==> src/rtl/leash_safety_alarm_fsm_macros.svh <==
// Assertion helpers for the leash safety alarm block.
// Each macro expects clk and rst_n in the scope where it is used.
`ifndef LEASH_SAFETY_ALARM_FSM_MACROS_SVH
`define LEASH_SAFETY_ALARM_FSM_MACROS_SVH

// Same-cycle implication, checked outside reset
`define LSA_ASSERT_IMP(lbl, a, b) \
  lbl: assert property (@(posedge clk) disable iff (!rst_n) (a) |-> (b)) \
    else $error("lsa: same-cycle check failed");

// Next-cycle implication, checked outside reset
`define LSA_ASSERT_NXT(lbl, a, b) \
  lbl: assert property (@(posedge clk) disable iff (!rst_n) (a) |=> (b)) \
    else $error("lsa: next-cycle check failed");

`endif

==> src/rtl/lsa_pkg.sv <==
package lsa_pkg;

  // Configuration port geometry
  localparam int CFG_IDX_W  = 4;
  localparam int CFG_DATA_W = 16;

  // Register indexes
  localparam logic [CFG_IDX_W-1:0] REG_WARN_TENSION    = 4'd0;
  localparam logic [CFG_IDX_W-1:0] REG_LOCK_TENSION    = 4'd1;
  localparam logic [CFG_IDX_W-1:0] REG_ACCEL_PEAK_LIM  = 4'd2;
  localparam logic [CFG_IDX_W-1:0] REG_PRE_ALERT_HOLD  = 4'd3;
  localparam logic [CFG_IDX_W-1:0] REG_LOCK_HOLD       = 4'd4;
  localparam logic [CFG_IDX_W-1:0] REG_DIST_WARN_LIM   = 4'd5;
  localparam logic [CFG_IDX_W-1:0] REG_DIST_DANGER_LIM = 4'd6;
  localparam logic [CFG_IDX_W-1:0] REG_COOLDOWN        = 4'd7;

  // Register reset values
  localparam logic [11:0] RST_WARN_TENSION    = 12'd192;
  localparam logic [11:0] RST_LOCK_TENSION    = 12'd320;
  localparam logic [9:0]  RST_ACCEL_PEAK_LIM  = 10'd115;
  localparam logic [15:0] RST_PRE_ALERT_HOLD  = 16'd180;
  localparam logic [15:0] RST_LOCK_HOLD       = 16'd1000;
  localparam logic [15:0] RST_DIST_WARN_LIM   = 16'd160;
  localparam logic [15:0] RST_DIST_DANGER_LIM = 16'd320;
  localparam logic [15:0] RST_COOLDOWN        = 16'd2000;

  // Event rate limits in ms
  localparam logic [31:0] BURST_GAP_MS    = 32'd500;
  localparam logic [31:0] DISTANCE_GAP_MS = 32'd3000;

  // Event codes and severities
  localparam logic [1:0] EV_NONE     = 2'd0;
  localparam logic [1:0] EV_BURST    = 2'd1;
  localparam logic [1:0] EV_DISTANCE = 2'd2;
  localparam logic [1:0] EV_FENCE    = 2'd3;
  localparam logic [1:0] SEV_NONE     = 2'd0;
  localparam logic [1:0] SEV_DISTANCE = 2'd2;
  localparam logic [1:0] SEV_BURST    = 2'd3;

  // Reported state codes
  localparam logic [2:0] CODE_SAFE     = 3'd0;
  localparam logic [2:0] CODE_WATCH    = 3'd1;
  localparam logic [2:0] CODE_PRE      = 3'd2;
  localparam logic [2:0] CODE_BURST    = 3'd3;
  localparam logic [2:0] CODE_LOCKED   = 3'd4;
  localparam logic [2:0] CODE_RECOVERY = 3'd5;
  localparam logic [2:0] CODE_DISTANCE = 3'd6;

  typedef enum logic [6:0] {
    ST_SAFE     = 7'b0000001,
    ST_WATCH    = 7'b0000010,
    ST_PRE      = 7'b0000100,
    ST_BURST    = 7'b0001000,
    ST_LOCKED   = 7'b0010000,
    ST_RECOVERY = 7'b0100000,
    ST_DISTANCE = 7'b1000000
  } state_t;

  typedef struct packed {
    logic [11:0] warn_tension;
    logic [11:0] lock_tension;
    logic [9:0]  accel_peak_limit;
    logic [15:0] pre_alert_hold;
    logic [15:0] lock_hold;
    logic [15:0] distance_warn_limit;
    logic [15:0] distance_danger_limit;
    logic [15:0] cooldown;
  } cfg_t;

  typedef struct packed {
    logic [11:0] tension;
    logic [11:0] tension_peak;
    logic [9:0]  accel_peak;
    logic [15:0] distance;
    logic        fence_breach;
    logic        running;
    logic [31:0] timestamp;
  } in_item_t;

  typedef struct packed {
    state_t      state;
    logic        event_fire;
    logic [1:0]  event_type;
    logic [1:0]  event_severity;
    logic [11:0] event_tension_peak;
    logic [9:0]  event_accel_peak;
    logic [15:0] event_distance;
    logic [31:0] event_time;
  } step_t;

  // Map the one-hot state onto its reported code
  function automatic logic [2:0] state_code(input state_t st);
    logic [2:0] code;
    unique case (st)
      ST_SAFE:     code = CODE_SAFE;
      ST_WATCH:    code = CODE_WATCH;
      ST_PRE:      code = CODE_PRE;
      ST_BURST:    code = CODE_BURST;
      ST_LOCKED:   code = CODE_LOCKED;
      ST_RECOVERY: code = CODE_RECOVERY;
      ST_DISTANCE: code = CODE_DISTANCE;
      default:     code = CODE_SAFE;
    endcase
    return code;
  endfunction

endpackage

==> src/rtl/lsa_if.sv <==
// Sample request channel
interface lsa_in_if;
  logic        valid;
  logic        ready;
  logic [11:0] tension;
  logic [11:0] tension_peak;
  logic [9:0]  accel_peak;
  logic [15:0] distance;
  logic        fence_breach;
  logic        running;
  logic [31:0] timestamp;

  modport source (output valid, tension, tension_peak, accel_peak, distance,
                  fence_breach, running, timestamp, input ready);
  modport sink   (input valid, tension, tension_peak, accel_peak, distance,
                  fence_breach, running, timestamp, output ready);
endinterface

// Result channel
interface lsa_out_if;
  logic        valid;
  logic        ready;
  logic [2:0]  safety_state;
  logic [1:0]  event_type;
  logic [1:0]  event_severity;
  logic [11:0] event_tension_peak;
  logic [9:0]  event_accel_peak;
  logic [15:0] event_distance;
  logic [31:0] event_time;

  modport source (output valid, safety_state, event_type, event_severity,
                  event_tension_peak, event_accel_peak, event_distance,
                  event_time, input ready);
  modport sink   (input valid, safety_state, event_type, event_severity,
                  event_tension_peak, event_accel_peak, event_distance,
                  event_time, output ready);
endinterface

// Configuration write channel
interface lsa_cfg_if;
  logic        valid;
  logic        ready;
  logic [3:0]  index;
  logic [15:0] data;

  modport source (output valid, index, data, input ready);
  modport sink   (input valid, index, data, output ready);
endinterface

==> src/rtl/lsa_cfg_regs.sv <==
module lsa_cfg_regs (
  input  logic                         clk,
  input  logic                         rst_n,
  input  logic                         wr_en,
  input  logic [lsa_pkg::CFG_IDX_W-1:0]  wr_index,
  input  logic [lsa_pkg::CFG_DATA_W-1:0] wr_data,
  output lsa_pkg::cfg_t                cfg
);
  import lsa_pkg::*;

  cfg_t cfg_r;

  // Write one register per request, masked to its width; ignore unknown indexes
  always_ff @(posedge clk) begin
    if (!rst_n) begin
      cfg_r.warn_tension          <= RST_WARN_TENSION;
      cfg_r.lock_tension          <= RST_LOCK_TENSION;
      cfg_r.accel_peak_limit      <= RST_ACCEL_PEAK_LIM;
      cfg_r.pre_alert_hold        <= RST_PRE_ALERT_HOLD;
      cfg_r.lock_hold             <= RST_LOCK_HOLD;
      cfg_r.distance_warn_limit   <= RST_DIST_WARN_LIM;
      cfg_r.distance_danger_limit <= RST_DIST_DANGER_LIM;
      cfg_r.cooldown              <= RST_COOLDOWN;
    end else if (wr_en) begin
      unique case (wr_index)
        REG_WARN_TENSION:    cfg_r.warn_tension          <= wr_data[11:0];
        REG_LOCK_TENSION:    cfg_r.lock_tension          <= wr_data[11:0];
        REG_ACCEL_PEAK_LIM:  cfg_r.accel_peak_limit      <= wr_data[9:0];
        REG_PRE_ALERT_HOLD:  cfg_r.pre_alert_hold        <= wr_data;
        REG_LOCK_HOLD:       cfg_r.lock_hold             <= wr_data;
        REG_DIST_WARN_LIM:   cfg_r.distance_warn_limit   <= wr_data;
        REG_DIST_DANGER_LIM: cfg_r.distance_danger_limit <= wr_data;
        REG_COOLDOWN:        cfg_r.cooldown              <= wr_data;
        default: ;
      endcase
    end
  end

  assign cfg = cfg_r;

endmodule

==> src/rtl/lsa_step.sv <==
module lsa_step (
  input  lsa_pkg::cfg_t     cfg,
  input  lsa_pkg::in_item_t item,
  input  lsa_pkg::state_t   state,
  input  logic [31:0]       entry_time,
  input  logic [31:0]       last_event_time,
  output lsa_pkg::step_t    nxt
);
  import lsa_pkg::*;

  logic        t_watch;
  logic        burst;
  logic        d_danger;
  logic        d_warn;
  logic [31:0] in_state;
  logic [31:0] since_ev;

  // Threshold checks and wrapping elapsed times
  assign t_watch  = item.tension >= cfg.warn_tension;
  assign burst    = (item.tension_peak >= cfg.lock_tension) &&
                    (item.accel_peak >= cfg.accel_peak_limit);
  assign d_danger = (item.distance >= cfg.distance_danger_limit) || item.fence_breach;
  assign d_warn   = item.distance >= cfg.distance_warn_limit;
  assign in_state = item.timestamp - entry_time;
  assign since_ev = item.timestamp - last_event_time;

  // Decide next state and any rate-limited event
  always_comb begin
    nxt                    = '0;
    nxt.state              = state;
    nxt.event_type         = EV_NONE;
    nxt.event_severity     = SEV_NONE;
    unique case (state)
      ST_SAFE: begin
        if (d_danger) nxt.state = ST_DISTANCE;
        else if (t_watch || item.running) nxt.state = ST_WATCH;
      end
      ST_WATCH: begin
        if (burst) nxt.state = ST_BURST;
        else if (d_danger) nxt.state = ST_DISTANCE;
        else if (t_watch && (in_state >= {16'd0, cfg.pre_alert_hold})) nxt.state = ST_PRE;
        else if (!t_watch && !d_warn) nxt.state = ST_SAFE;
      end
      ST_PRE: begin
        if (burst) nxt.state = ST_BURST;
        else if (!t_watch) nxt.state = ST_SAFE;
      end
      ST_BURST: begin
        if (since_ev > BURST_GAP_MS) begin
          nxt.event_fire         = 1'b1;
          nxt.event_type         = EV_BURST;
          nxt.event_severity     = SEV_BURST;
          nxt.event_tension_peak = item.tension_peak;
          nxt.event_accel_peak   = item.accel_peak;
          nxt.event_distance     = item.distance;
          nxt.event_time         = item.timestamp;
        end
        nxt.state = ST_LOCKED;
      end
      ST_LOCKED: begin
        if ((in_state >= {16'd0, cfg.lock_hold}) && !t_watch) nxt.state = ST_RECOVERY;
      end
      ST_RECOVERY: begin
        if (in_state >= {16'd0, cfg.cooldown}) nxt.state = ST_SAFE;
      end
      ST_DISTANCE: begin
        if (since_ev > DISTANCE_GAP_MS) begin
          nxt.event_fire     = 1'b1;
          nxt.event_type     = item.fence_breach ? EV_FENCE : EV_DISTANCE;
          nxt.event_severity = SEV_DISTANCE;
          nxt.event_distance = item.distance;
          nxt.event_time     = item.timestamp;
        end
        if (!d_danger && !d_warn) nxt.state = ST_SAFE;
      end
      default: nxt.state = ST_SAFE;
    endcase
  end

endmodule

==> src/rtl/leash_safety_alarm_fsm.sv <==
// Leash safety alarm state machine.
// in_ch carries one sensor sample per request (tension, peak tension, peak
// acceleration, distance, fence and running flags, ms timestamp); out_ch
// returns exactly one result per sample: the new safety state and an event,
// which is zero in every field when none fires. cfg_ch writes one of eight
// threshold and hold registers per request; indexes 8 and up are ignored.
// cfg_ch is always ready; write it only while no sample is in flight.
// Flow: an accepted sample is held in the input register, where the state
// machine evaluates it, and moves into the result register once that has
// room; its result is offered on out_ch from there.
// Throughput: one sample per cycle while out_ch does not stall; the state
// registers feed back through next-state logic, so samples follow directly.
// When out_ch stalls, the result register holds and the input register can
// still take one more sample; in_ch drops ready only once both are full.
// Reset puts the machine in safe, clears the entry and last-event times,
// restores register defaults and empties both pipeline registers.
module leash_safety_alarm_fsm (
  input logic       clk,
  input logic       rst_n,
  lsa_in_if.sink    in_ch,
  lsa_out_if.source out_ch,
  lsa_cfg_if.sink   cfg_ch
);
  import lsa_pkg::*;

  cfg_t        cfg;
  in_item_t    in_r;
  logic        in_vld_r;
  step_t       nxt;
  state_t      state_r;
  logic [31:0] entry_time_r;
  logic [31:0] last_ev_r;
  logic        out_vld_r;
  step_t       out_r;
  logic        adv;

  // Configuration registers
  assign cfg_ch.ready = 1'b1;

  lsa_cfg_regs u_cfg (
    .clk      (clk),
    .rst_n    (rst_n),
    .wr_en    (cfg_ch.valid),
    .wr_index (cfg_ch.index),
    .wr_data  (cfg_ch.data),
    .cfg      (cfg)
  );

  // Advance the held sample into the result register when it has room
  assign adv         = in_vld_r && (!out_vld_r || out_ch.ready);
  assign in_ch.ready = !in_vld_r || adv;

  // Capture an accepted request
  always_ff @(posedge clk) begin
    if (!rst_n) begin
      in_vld_r <= 1'b0;
    end else if (in_ch.ready) begin
      in_vld_r <= in_ch.valid;
    end
  end

  always_ff @(posedge clk) begin
    if (in_ch.valid && in_ch.ready) begin
      in_r.tension      <= in_ch.tension;
      in_r.tension_peak <= in_ch.tension_peak;
      in_r.accel_peak   <= in_ch.accel_peak;
      in_r.distance     <= in_ch.distance;
      in_r.fence_breach <= in_ch.fence_breach;
      in_r.running      <= in_ch.running;
      in_r.timestamp    <= in_ch.timestamp;
    end
  end

  lsa_step u_step (
    .cfg             (cfg),
    .item            (in_r),
    .state           (state_r),
    .entry_time      (entry_time_r),
    .last_event_time (last_ev_r),
    .nxt             (nxt)
  );

  // Update machine state as the sample retires
  always_ff @(posedge clk) begin
    if (!rst_n) begin
      state_r      <= ST_SAFE;
      entry_time_r <= '0;
      last_ev_r    <= '0;
    end else if (adv) begin
      state_r <= nxt.state;
      if (nxt.state != state_r) entry_time_r <= in_r.timestamp;
      if (nxt.event_fire) last_ev_r <= in_r.timestamp;
    end
  end

  // Result register
  always_ff @(posedge clk) begin
    if (!rst_n) begin
      out_vld_r <= 1'b0;
    end else if (adv) begin
      out_vld_r <= 1'b1;
    end else if (out_ch.ready) begin
      out_vld_r <= 1'b0;
    end
  end

  always_ff @(posedge clk) begin
    if (adv) out_r <= nxt;
  end

  assign out_ch.valid              = out_vld_r;
  assign out_ch.safety_state       = state_code(out_r.state);
  assign out_ch.event_type         = out_r.event_type;
  assign out_ch.event_severity     = out_r.event_severity;
  assign out_ch.event_tension_peak = out_r.event_tension_peak;
  assign out_ch.event_accel_peak   = out_r.event_accel_peak;
  assign out_ch.event_distance     = out_r.event_distance;
  assign out_ch.event_time         = out_r.event_time;

  // Checks
`include "leash_safety_alarm_fsm_macros.svh"

  `LSA_ASSERT_NXT(a_burst_to_locked, adv && (state_r == ST_BURST), state_r == ST_LOCKED)
  `LSA_ASSERT_NXT(a_event_marks_time, adv && nxt.event_fire, last_ev_r == out_r.event_time)
  `LSA_ASSERT_NXT(a_stalled_item_kept, in_vld_r && out_vld_r && !out_ch.ready, in_vld_r)
  `LSA_ASSERT_IMP(a_out_matches_state, out_vld_r && in_vld_r && !adv, out_r.state == state_r)

endmodule
==> src/flat_wrapper.sv <==
// flat-port wrapper written by rule: the top's interface ports become plain ports
module leash_safety_alarm_fsm_flat import lsa_pkg::*;
  (clk, rst_n, in_ch_valid, in_ch_tension, in_ch_tension_peak, in_ch_accel_peak, in_ch_distance, in_ch_fence_breach, in_ch_running, in_ch_timestamp, in_ch_ready, out_ch_valid, out_ch_safety_state, out_ch_event_type, out_ch_event_severity, out_ch_event_tension_peak, out_ch_event_accel_peak, out_ch_event_distance, out_ch_event_time, out_ch_ready, cfg_ch_valid, cfg_ch_index, cfg_ch_data, cfg_ch_ready);
  lsa_in_if in_ch_i ();
  lsa_out_if out_ch_i ();
  lsa_cfg_if cfg_ch_i ();
  input logic clk;
  input logic rst_n;
  input wire logic [$bits(in_ch_i.valid)-1:0] in_ch_valid;
  input wire logic [$bits(in_ch_i.tension)-1:0] in_ch_tension;
  input wire logic [$bits(in_ch_i.tension_peak)-1:0] in_ch_tension_peak;
  input wire logic [$bits(in_ch_i.accel_peak)-1:0] in_ch_accel_peak;
  input wire logic [$bits(in_ch_i.distance)-1:0] in_ch_distance;
  input wire logic [$bits(in_ch_i.fence_breach)-1:0] in_ch_fence_breach;
  input wire logic [$bits(in_ch_i.running)-1:0] in_ch_running;
  input wire logic [$bits(in_ch_i.timestamp)-1:0] in_ch_timestamp;
  output wire logic [$bits(in_ch_i.ready)-1:0] in_ch_ready;
  output wire logic [$bits(out_ch_i.valid)-1:0] out_ch_valid;
  output wire logic [$bits(out_ch_i.safety_state)-1:0] out_ch_safety_state;
  output wire logic [$bits(out_ch_i.event_type)-1:0] out_ch_event_type;
  output wire logic [$bits(out_ch_i.event_severity)-1:0] out_ch_event_severity;
  output wire logic [$bits(out_ch_i.event_tension_peak)-1:0] out_ch_event_tension_peak;
  output wire logic [$bits(out_ch_i.event_accel_peak)-1:0] out_ch_event_accel_peak;
  output wire logic [$bits(out_ch_i.event_distance)-1:0] out_ch_event_distance;
  output wire logic [$bits(out_ch_i.event_time)-1:0] out_ch_event_time;
  input wire logic [$bits(out_ch_i.ready)-1:0] out_ch_ready;
  input wire logic [$bits(cfg_ch_i.valid)-1:0] cfg_ch_valid;
  input wire logic [$bits(cfg_ch_i.index)-1:0] cfg_ch_index;
  input wire logic [$bits(cfg_ch_i.data)-1:0] cfg_ch_data;
  output wire logic [$bits(cfg_ch_i.ready)-1:0] cfg_ch_ready;
  assign in_ch_i.valid = in_ch_valid;
  assign in_ch_i.tension = in_ch_tension;
  assign in_ch_i.tension_peak = in_ch_tension_peak;
  assign in_ch_i.accel_peak = in_ch_accel_peak;
  assign in_ch_i.distance = in_ch_distance;
  assign in_ch_i.fence_breach = in_ch_fence_breach;
  assign in_ch_i.running = in_ch_running;
  assign in_ch_i.timestamp = in_ch_timestamp;
  assign in_ch_ready = in_ch_i.ready;
  assign out_ch_valid = out_ch_i.valid;
  assign out_ch_safety_state = out_ch_i.safety_state;
  assign out_ch_event_type = out_ch_i.event_type;
  assign out_ch_event_severity = out_ch_i.event_severity;
  assign out_ch_event_tension_peak = out_ch_i.event_tension_peak;
  assign out_ch_event_accel_peak = out_ch_i.event_accel_peak;
  assign out_ch_event_distance = out_ch_i.event_distance;
  assign out_ch_event_time = out_ch_i.event_time;
  assign out_ch_i.ready = out_ch_ready;
  assign cfg_ch_i.valid = cfg_ch_valid;
  assign cfg_ch_i.index = cfg_ch_index;
  assign cfg_ch_i.data = cfg_ch_data;
  assign cfg_ch_ready = cfg_ch_i.ready;
  leash_safety_alarm_fsm u_core (.clk(clk), .rst_n(rst_n), .in_ch(in_ch_i), .out_ch(out_ch_i), .cfg_ch(cfg_ch_i));
endmodule
==> config.mk <==
export PLATFORM = sky130hd
export DESIGN_NAME = leash_safety_alarm_fsm_flat
export DESIGN_NICKNAME = d
export VERILOG_FILES = /design/src/rtl/lsa_pkg.sv /design/src/rtl/lsa_if.sv /design/src/rtl/lsa_cfg_regs.sv /design/src/rtl/lsa_step.sv /design/src/rtl/leash_safety_alarm_fsm.sv /design/src/flat_wrapper.sv
export VERILOG_INCLUDE_DIRS = /design/src /design/src/rtl
export SDC_FILE = /design/constraint.sdc
export NUM_CORES = 1
export LEC_CHECK = 0
export BUFFER_PORTS_ARGS = -buffer_cell sky130_fd_sc_hd__buf_2
export CAP_MARGIN = 40
export CORE_AREA = 2 2 266 268
export CTS_BUF_LIST = sky130_fd_sc_hd__clkbuf_2 sky130_fd_sc_hd__clkbuf_4 sky130_fd_sc_hd__clkbuf_8
export DETAILED_ROUTE_END_ITERATION = 10
export DIE_AREA = 0 0 268 270
export GPL_ROUTABILITY_DRIVEN = 1
export HOLD_SLACK_MARGIN = 0.08
export PLACE_DENSITY = 0.53
export SYNTH_ARGS = -nofsm -noshare
export SYNTH_HDL_FRONTEND = slang
export SYNTH_SLANG_ARGS = --single-unit
==> constraint.sdc <==
create_clock -name clk -period 4.4 [get_ports clk]
set_input_delay 0.22 -clock clk [delete_from_list [all_inputs] [get_ports clk]]
set_output_delay 0.22 -clock clk [all_outputs]
set_load 0.01 [all_outputs]
==> impl_results.md, run 1 <==
- Share of layout cells above drive strength 1: ~18%
- 1st-iter DRT viols: approximately 1100
- Cell family with most CP delay: simple AND/OR/NAND/NOR gates
- Clock latency on the worst-skew pair: between 0.6 and 0.7 ns
- Post-DR vias/cell: between 4 and 5
- CP Depth: 14
- Number of fill cells: approximately 7100
- Commonest cells after routing, fill and taps aside: 368 x nand2_1, 204 x inv_1, 187 x buf_2, 187 x dfxtp_1, 183 x a21oi_1
- Largest stage delay on the critical path: 0.60 ns
- Post-Route WL: about 64 mm
- Post-synth EDFFs: about 170
- Fmax: 235 MHz
- Core area: between 60000 and 70000 µm²
- Register area share after synthesis: between 40% and 50%
- Count of final hold-check violations: 0
- Netlist cell types: 86
- DP HPWL: approximately 46 mm
- Final net count: around 2900
- Worst Tran Pin Value: around 0.96 ns
- Min-Delay Path Depth: 5
- Buffers added on ports: between 150 and 200
- Buf+Inv Stages, Crit Path: 3
- Crit end category: flip-flop
- Max-Cap Viols: 0
- Routability congestion estimate: about 0.86
- Initial core utilization: about 30%
- Via count: around 17000
- CTS tree: built
- Reg2Reg Depth: 14
- Design Power: 0.00851 W
- Final TNS setup: 0 ns
- Status: complete, no violations
- Commonest non-fill, non-tap cell in the layout: nand2_1
- Maximum VDD drop: about 0.21 mV
- CP arrival: about 4.8 ns
- FFs w/ async S/R, synth: 0%
- Setup-failing EPs final: 0
- CP cell instances: ha_1, nand4_1, nor3_1, o21ai_0, a21oi_1, o21ai_0, xnor2_1, or4b_4, nor3_4, buf_4, a21oi_4, buf_12, clkbuf_16, mux2i_1
- Global-route wire length before repair: roughly 97 mm
- # clock sinks: around 350
- Crit path kind: reg -> reg
- Boundary Pins: 189
- Total track usage: 17.1%
- Switch share: between 20% and 30%
- Detailed-route DRC error count: 0
- Syn nets: roughly 2600
- Clock power share: 38.6%
- Cell mode on critical path: o21ai_0
- Vias in the first global route: 17400
- Syn avg cell area: 9.02 µm²
- TritonCTS Buffers: 67
- Min-delay worst type: in -> reg
- FP Rows: 97
- Synth Flop Type: dfxtp_1
- PD cells: ~330 nW/µm²
- Post-synthesis cell area: slightly above 20000 µm²
- Post-DRT Antenna Nets: 0
- R2r setup slk: around 0.14 ns
- Lkg Pwr: 10.2 nW
- Crit-path max FO: 9
- Seq cells post-synth: approximately 350
- Tcrit/Tclk final: between 90% and 100%
- Int Pwr: 0.00603 W
- Die area: 72400 µm²
- Max Transition Viols Final: 0
- Clk slew on worst S/H paths: 0.06 ns
- Placed Area: 22700 µm²
- Yosys warns: 0
- H-tree levels: 3
- Die X: 268 µm
- Wire length per cell: around 18 µm
- Sequential share of power: a little over two fifths
- Setup crit start kind: flip-flop
- Req. time, crit path: about 4.9 ns
- Die height: approximately 270 µm
- Final hold slack: 0.241 ns
- Synth Instances: approximately 2300
- First-pass DRT Iterations: 7
- Max Root-Sink Buffers: 3
- NetSw: approximately 0.0025 W
- Largest net degree at the start of global routing: 74
- Slowest-stage cell, CP: or4b_4
- Layout Skew: approximately 0.024 ns
- Root Driver: clkbuf_8
- Min cycle time layout: about 4.3 ns
- Initial antenna violation count: 3
- Grt ovf: 0
- Slew margin rel.: 35.2%
- Post-route cell area: ~25000 µm²
- Power share of the combinational group: between 10% and 20%
- Area grow syn2layout: 22.8%
[path summary, 6_finish.rpt]
path | end | from
hold / removal | u_core.u_cfg.cfg[21]$_SDFFE_PN0P_ | cfg_ch_index[0]
setup / recovery | u_core.entry_time_r[28]$_SDFFE_PN0P_ | u_core.in_r[16]$_DFFE_PP_
setup reg to reg | u_core.entry_time_r[28]$_SDFFE_PN0P_ | u_core.in_r[16]$_DFFE_PP_
hold reg to reg | u_core.u_cfg.cfg[28]$_SDFFE_PN0P_ | u_core.u_cfg.cfg[28]$_SDFFE_PN0P_
[routing by layer]
layer / up-vias / routed length [µm] / track usage (%)
li1: 8619 / - / -
met1: 8169 / 29100 / 22.3
met2: 424 / 30100 / 28.7
met3: 109 / 2810 / 2.66
met4: 0 / 1670 / 5.82
met5: - / 0 / 0
[synthesized netlist by cell type, drive strengths merged (16+ instances only)]
cell / number / area (µm²)
buf: 97 / 724
mux2i: 94 / 941
edfxtp: 165 / 4950
nand2: 369 / 1390
and3: 32 / 200
nand3: 32 / 160
dfxtp: 187 / 3740
clkbuf: 82 / 309
ha: 176 / 2200
a21o: 37 / 278
nand4: 36 / 231
a21oi: 188 / 948
o211ai: 37 / 278
inv: 206 / 773
o21ai: 85 / 425
o21a: 17 / 128
nand2b: 21 / 131
nor2b: 57 / 357
a211oi: 25 / 205
nor2: 110 / 413
xnor2: 19 / 166
nor3: 28 / 151
xor2: 16 / 140
[worst reg2reg max path: stages, from the launching register on]
cell and delay [ns]:
edfxtp_1 0.53, ha_1 0.56, nand4_1 0.21, nor3_1 0.25, o21ai_0 0.13, a21oi_1 0.43
o21ai_0 0.34, xnor2_1 0.23, or4b_4 0.60, nor3_4 0.21, buf_4 0.18, a21oi_4 0.06
buf_12 0.14, clkbuf_16 0.17, mux2i_1 0.12
[stage by stage]
| stage | cells | setup slack, ns | utilization (%) |
|---|---|---|---|
| 2_1_floorplan | 2294 | 0.313 | - |
| 3_3_place_gp | 3348 | -0.160 | 32.6 |
| 3_5_place_dp | 3351 | -0.203 | 32.6 |
| 4_1_cts | 3579 | 0.0176 | 36.1 |
| 5_1_grt | 3590 | -0.0217 | 36.5 |
| 6_report | 3590 | 0.139 | 36.5 |
[layout make-up]
class / count / area, µm² / share of cell area, %
diodes: 2 / 5.00 / 0.0197
clock buffers: 104 / 1240 / 4.87
clock inverters: 17 / 115 / 0.453
inverters: 206 / 776 / 3.05
multi-input cells: 1557 / 10400 / 40.9
flip-flops and latches: 352 / 8700 / 34.2
well taps: 940 / 1180 / 4.63
repair buffers: 412 / 3000 / 11.8
[cells by family after synthesis]
family,synth area share (%)
AND/OR/NAND/NOR,17.3
AO/OA/AOI/OAI,15.0
buffers and inverters,8.73
flip-flops,42.0
adder cells (fa/ha/maj),10.8
multiplexers,4.60
XOR/XNOR,1.48
other,0.0181
[power groups by stage]
| stage | clock (W) | combinational [W] | sequential [W] |
|---|---|---|---|
| 6_report | 0.00329 | 0.00161 | 0.00362 |
| 5_1_grt | 0.00357 | 0.00178 | 0.00363 |
| 4_1_cts | 0.00343 | 0.00155 | 0.00362 |
| 3_5_place_dp | 0 | 0.00146 | 0.00369 |
| 2_1_floorplan | 0 | 0.000933 | 0.00366 |
| 3_3_place_gp | 0 | 0.00144 | 0.00368 |
[state kept, by name, summed over array words and instances, names as in the netlist]
register                          count
u_core.entry_time_r                  32
u_core.in_r                          84
u_core.in_vld_r                       1
u_core.last_ev_r                     32
u_core.out_ch.event_accel_peak       10
u_core.out_ch.event_distance         16
u_core.out_ch.event_severity          2
u_core.out_ch.event_tension_peak     12
u_core.out_ch.event_time             32
u_core.out_ch.event_type              2
u_core.out_ch.valid                   1
u_core.out_r                          7
u_core.state_r                        7
u_core.u_cfg.cfg                    114
[what timing repair did]
item | CTS | global route
setup buffers | 0 | 5
endpoints found under the hold margin | 200 | 0
setup endpoints to repair | 40 | 146
gates resized for setup | 9 | 30
hold buffers | 107 | 0
cloned | 0 | 4
pin swaps | 1 | 12
No activity file was read; power rests on OpenSTA's default activity.
==> run 2: changes to the inputs <==
- CORE_AREA: 2 2 266 268 -> 2 2 265 267
- DIE_AREA: 0 0 268 270 -> 0 0 267 269
- SYNTH_HIERARCHICAL: not set -> 1
==> run 2 against run 1 <==
Net effect: the run now ends with setup timing left; total power up 3.4%; non-clock buffer count is 137 higher; first-iteration DRC count is 13% lower; clock skew is 0.041 ns higher; final area rose by 6.4%; count of clock-buffer cells in the layout is 15 lower; wire length is 2.0% lower; critical path depth grew 11; global-route usage decreased by 0.52 points.
==> impl_results.md, run 2 <==
- Vias in the first global route: approximately 17000
- Crit path kind: reg -> reg
- Final hold slack: about 0.14 ns
- Register area share after synthesis: 42.4%
- Ranking of synthesized cells by area: edfxtp_1 24%, dfxtp_1 18%, ha_1 11%
- Fmax: roughly 210 MHz
- Post-DR vias/cell: 4.71
- # clock sinks: 352
- Max Transition Viols Final: 0
- Post-Layout Cell Count: approximately 3600
- Register area: between 8000 and 9000 µm²
- Placed Area: 23200 µm²
- Syn avg cell area: approximately 9.5 µm²
- Synth Flop Type: dfxtp_1
- Syn nets: 2449
- Largest stage delay on the critical path: 0.39 ns
- FFs w/ async S/R, synth: 0%
- Number of fill cells: a little under 7000
- First-pass DRT Iterations: 5
- Unrepaired setup endpoints after global routing: true
- Global-route wire length before repair: about 94 mm
- Crit-path max FO: 8
- Routability congestion estimate: approximately 0.88
- Die height: between 200 and 300 µm
- Most area-hungry cell type in the Yosys netlist: edfxtp_1
- Initial core utilization: a little under 30%
- Crit end category: flip-flop
- Commonest non-fill, non-tap cell in the layout: nand2_1
- Hold Crit Start: cfg_ch_data[14]
- Total track usage: between 10% and 20%
- Clk slew on worst S/H paths: roughly 0.06 ns
- Min-delay worst type: in -> reg
- TritonCTS Buffers: slightly above 60
- Netlist cell types: 87
- FP Rows: 97
- Most common cell in the netlist: nand2_1
- Grt ovf: 0
- Slew margin rel.: between 30 and 40%
- Yosys warns: 6
- Root Driver: clkbuf_8
- Post-DRT Antenna Nets: 0
- H-tree levels: 2
- Design Power: about 0.009 W
- Status: finished, violations left
- Final net count: about 2900
- Post-Route WL: 62.3 mm
- Setup WS post-layout: -0.448 ns
- Wire length per cell: 17.3 µm
- Worst r2r src: u_core/in_r[1]$_DFFE_PP_
- Setup crit start kind: flip-flop
- Area of the multi-input gates: roughly 11000 µm²
- Worst Tran Pin Value: 0.932 ns
- Detailed-route DRC error count: 0
- Lkg Pwr: about 11 nW
- Req. time, crit path: roughly 5 ns
- Seq cells post-synth: 352
- Min cycle time layout: between 4 and 5 ns
- Setup-failing EPs final: between 80 and 90
- Number of flip-flops in the largest register: around 110
- Commonest cells after routing, fill and taps aside: 301 x nand2_1, 213 x buf_4, 203 x inv_1
- Failing checks: setup timing
- Place WS: -0.617 ns
- Area grow syn2layout: 31.7%
- Post-synth EDFFs: about 170
- PD cells: around 330 nW/µm²
- Post-route cell area: 27000 µm²
- 1st-iter DRT viols: around 980
- Maximum VDD drop: 0.205 mV
- Count of final hold-check violations: 0
- Placed insts: between 3000 and 4000
- Via count: about 17000
- CP arrival: roughly 5.4 ns
- Die area: 71800 µm²
- Synth top area share: 24.1%
- Largest net degree at the start of global routing: 93
- Post-synth top cells: 303 x nand2_1, 206 x inv_1, 187 x dfxtp_1
- Boundary Pins: about 190
- DP HPWL: approximately 44 mm
- Core area: just under 70000 µm²
- Layout Skew: around 0.066 ns
- Initial antenna violation count: 3
- Share of layout cells above drive strength 1: 24.9%
- Max-Cap Viols: 0
- Post-synthesis cell area: slightly above 20000 µm²
- Die X: between 200 and 300 µm
- Max Root-Sink Buffers: 3
- Tcrit/Tclk final: 110%
- Synth Instances: 2162
- Crit path launch: u_core/in_r[1]$_DFFE_PP_
- Slowest-stage cell, CP: edfxtp_1
- Buffers added on ports: 187
- CTS tree: built
- Clock latency on the worst-skew pair: a little under 0.7 ns
run 2: per-layer routing:
layer | part of all wire (%) | routed length [µm] | vias to the layer above | track usage [%]
met4 | 1.8 | 1140 | 0 | 3.99
met1 | 45 | 28200 | 8187 | 21.7
li1 | - | - | 8370 | -
met3 | 4.6 | 2880 | 77 | 2.47
met5 | 0 | 0 | - | 0
met2 | 48 | 30200 | 342 | 28.8
run 2: per-stage QoR:
stage          setup TNS [ns]  utilization, %
4_1_cts                -15.66            37.8
6_report               -17.07            39.0
2_1_floorplan               0               -
5_1_grt                -34.34            39.0
3_5_place_dp           -47.39            33.5
3_3_place_gp           -41.88            33.5
run 2: layout make-up:
class	count	share of cell area, %
clock inverter	23	0.921
timing repair buffer	549	15.8
multi-input combinational	1446	39.8
inverter	206	2.86
clock buffer	89	4.09
sequential	352	32.2
tap	940	4.35
antenna	2	0.0185
run 2: worst paths after layout:
path	cells after the start	slack [ns]	endpoint
max	25	-0.45	u_core/entry_time_r[22]$_SDFFE_PN0P_
min	3	0.14	u_core/u_cfg/cfg[62]$_SDFFE_PN0P_
max reg2reg	25	-0.45	u_core/entry_time_r[22]$_SDFFE_PN0P_
min reg2reg	2	0.45	u_core/last_ev_r[5]$_SDFFE_PN0P_
run 2: cell families after synthesis:
group	after synthesis	synth area share [%]
mux	136	6.65
simple gates	657	15.8
xor+xnor	56	2.39
compound gates	418	13.2
other cells	1	0.0183
fa+ha+maj	178	10.9
buf+inv	364	8.66
flops	352	42.4
run 2: worst max-delay path: cells and delay by family (launching register included):
| kind | cells | cell delay [ns] |
|---|---|---|
| AOI/OAI and AO/OA | 8 | 1.53 |
| and+or+nand+nor | 8 | 1.03 |
| buffers and inverters | 4 | 0.69 |
| adders and majority gates | 2 | 0.65 |
| DFF | 1 | 0.39 |
| xor gates and xnor gates | 2 | 0.36 |
| muxes | 1 | 0.12 |
run 2: report_power, final:
part           switching, W  internal (W)
clock network       0.00146       0.00191
registers         0.0000727       0.00354
logic              0.000955      0.000871
run 2: timing repair:
action                                  4_1_cts  5_1_grt
cloned                                        4        5
endpoints found under the setup margin      136      141
hold endpoints to repair                    168        0
buffers inserted                             11       30
hold buffers                                119        0
pin swaps                                     7       66
resized for setup                            45      122
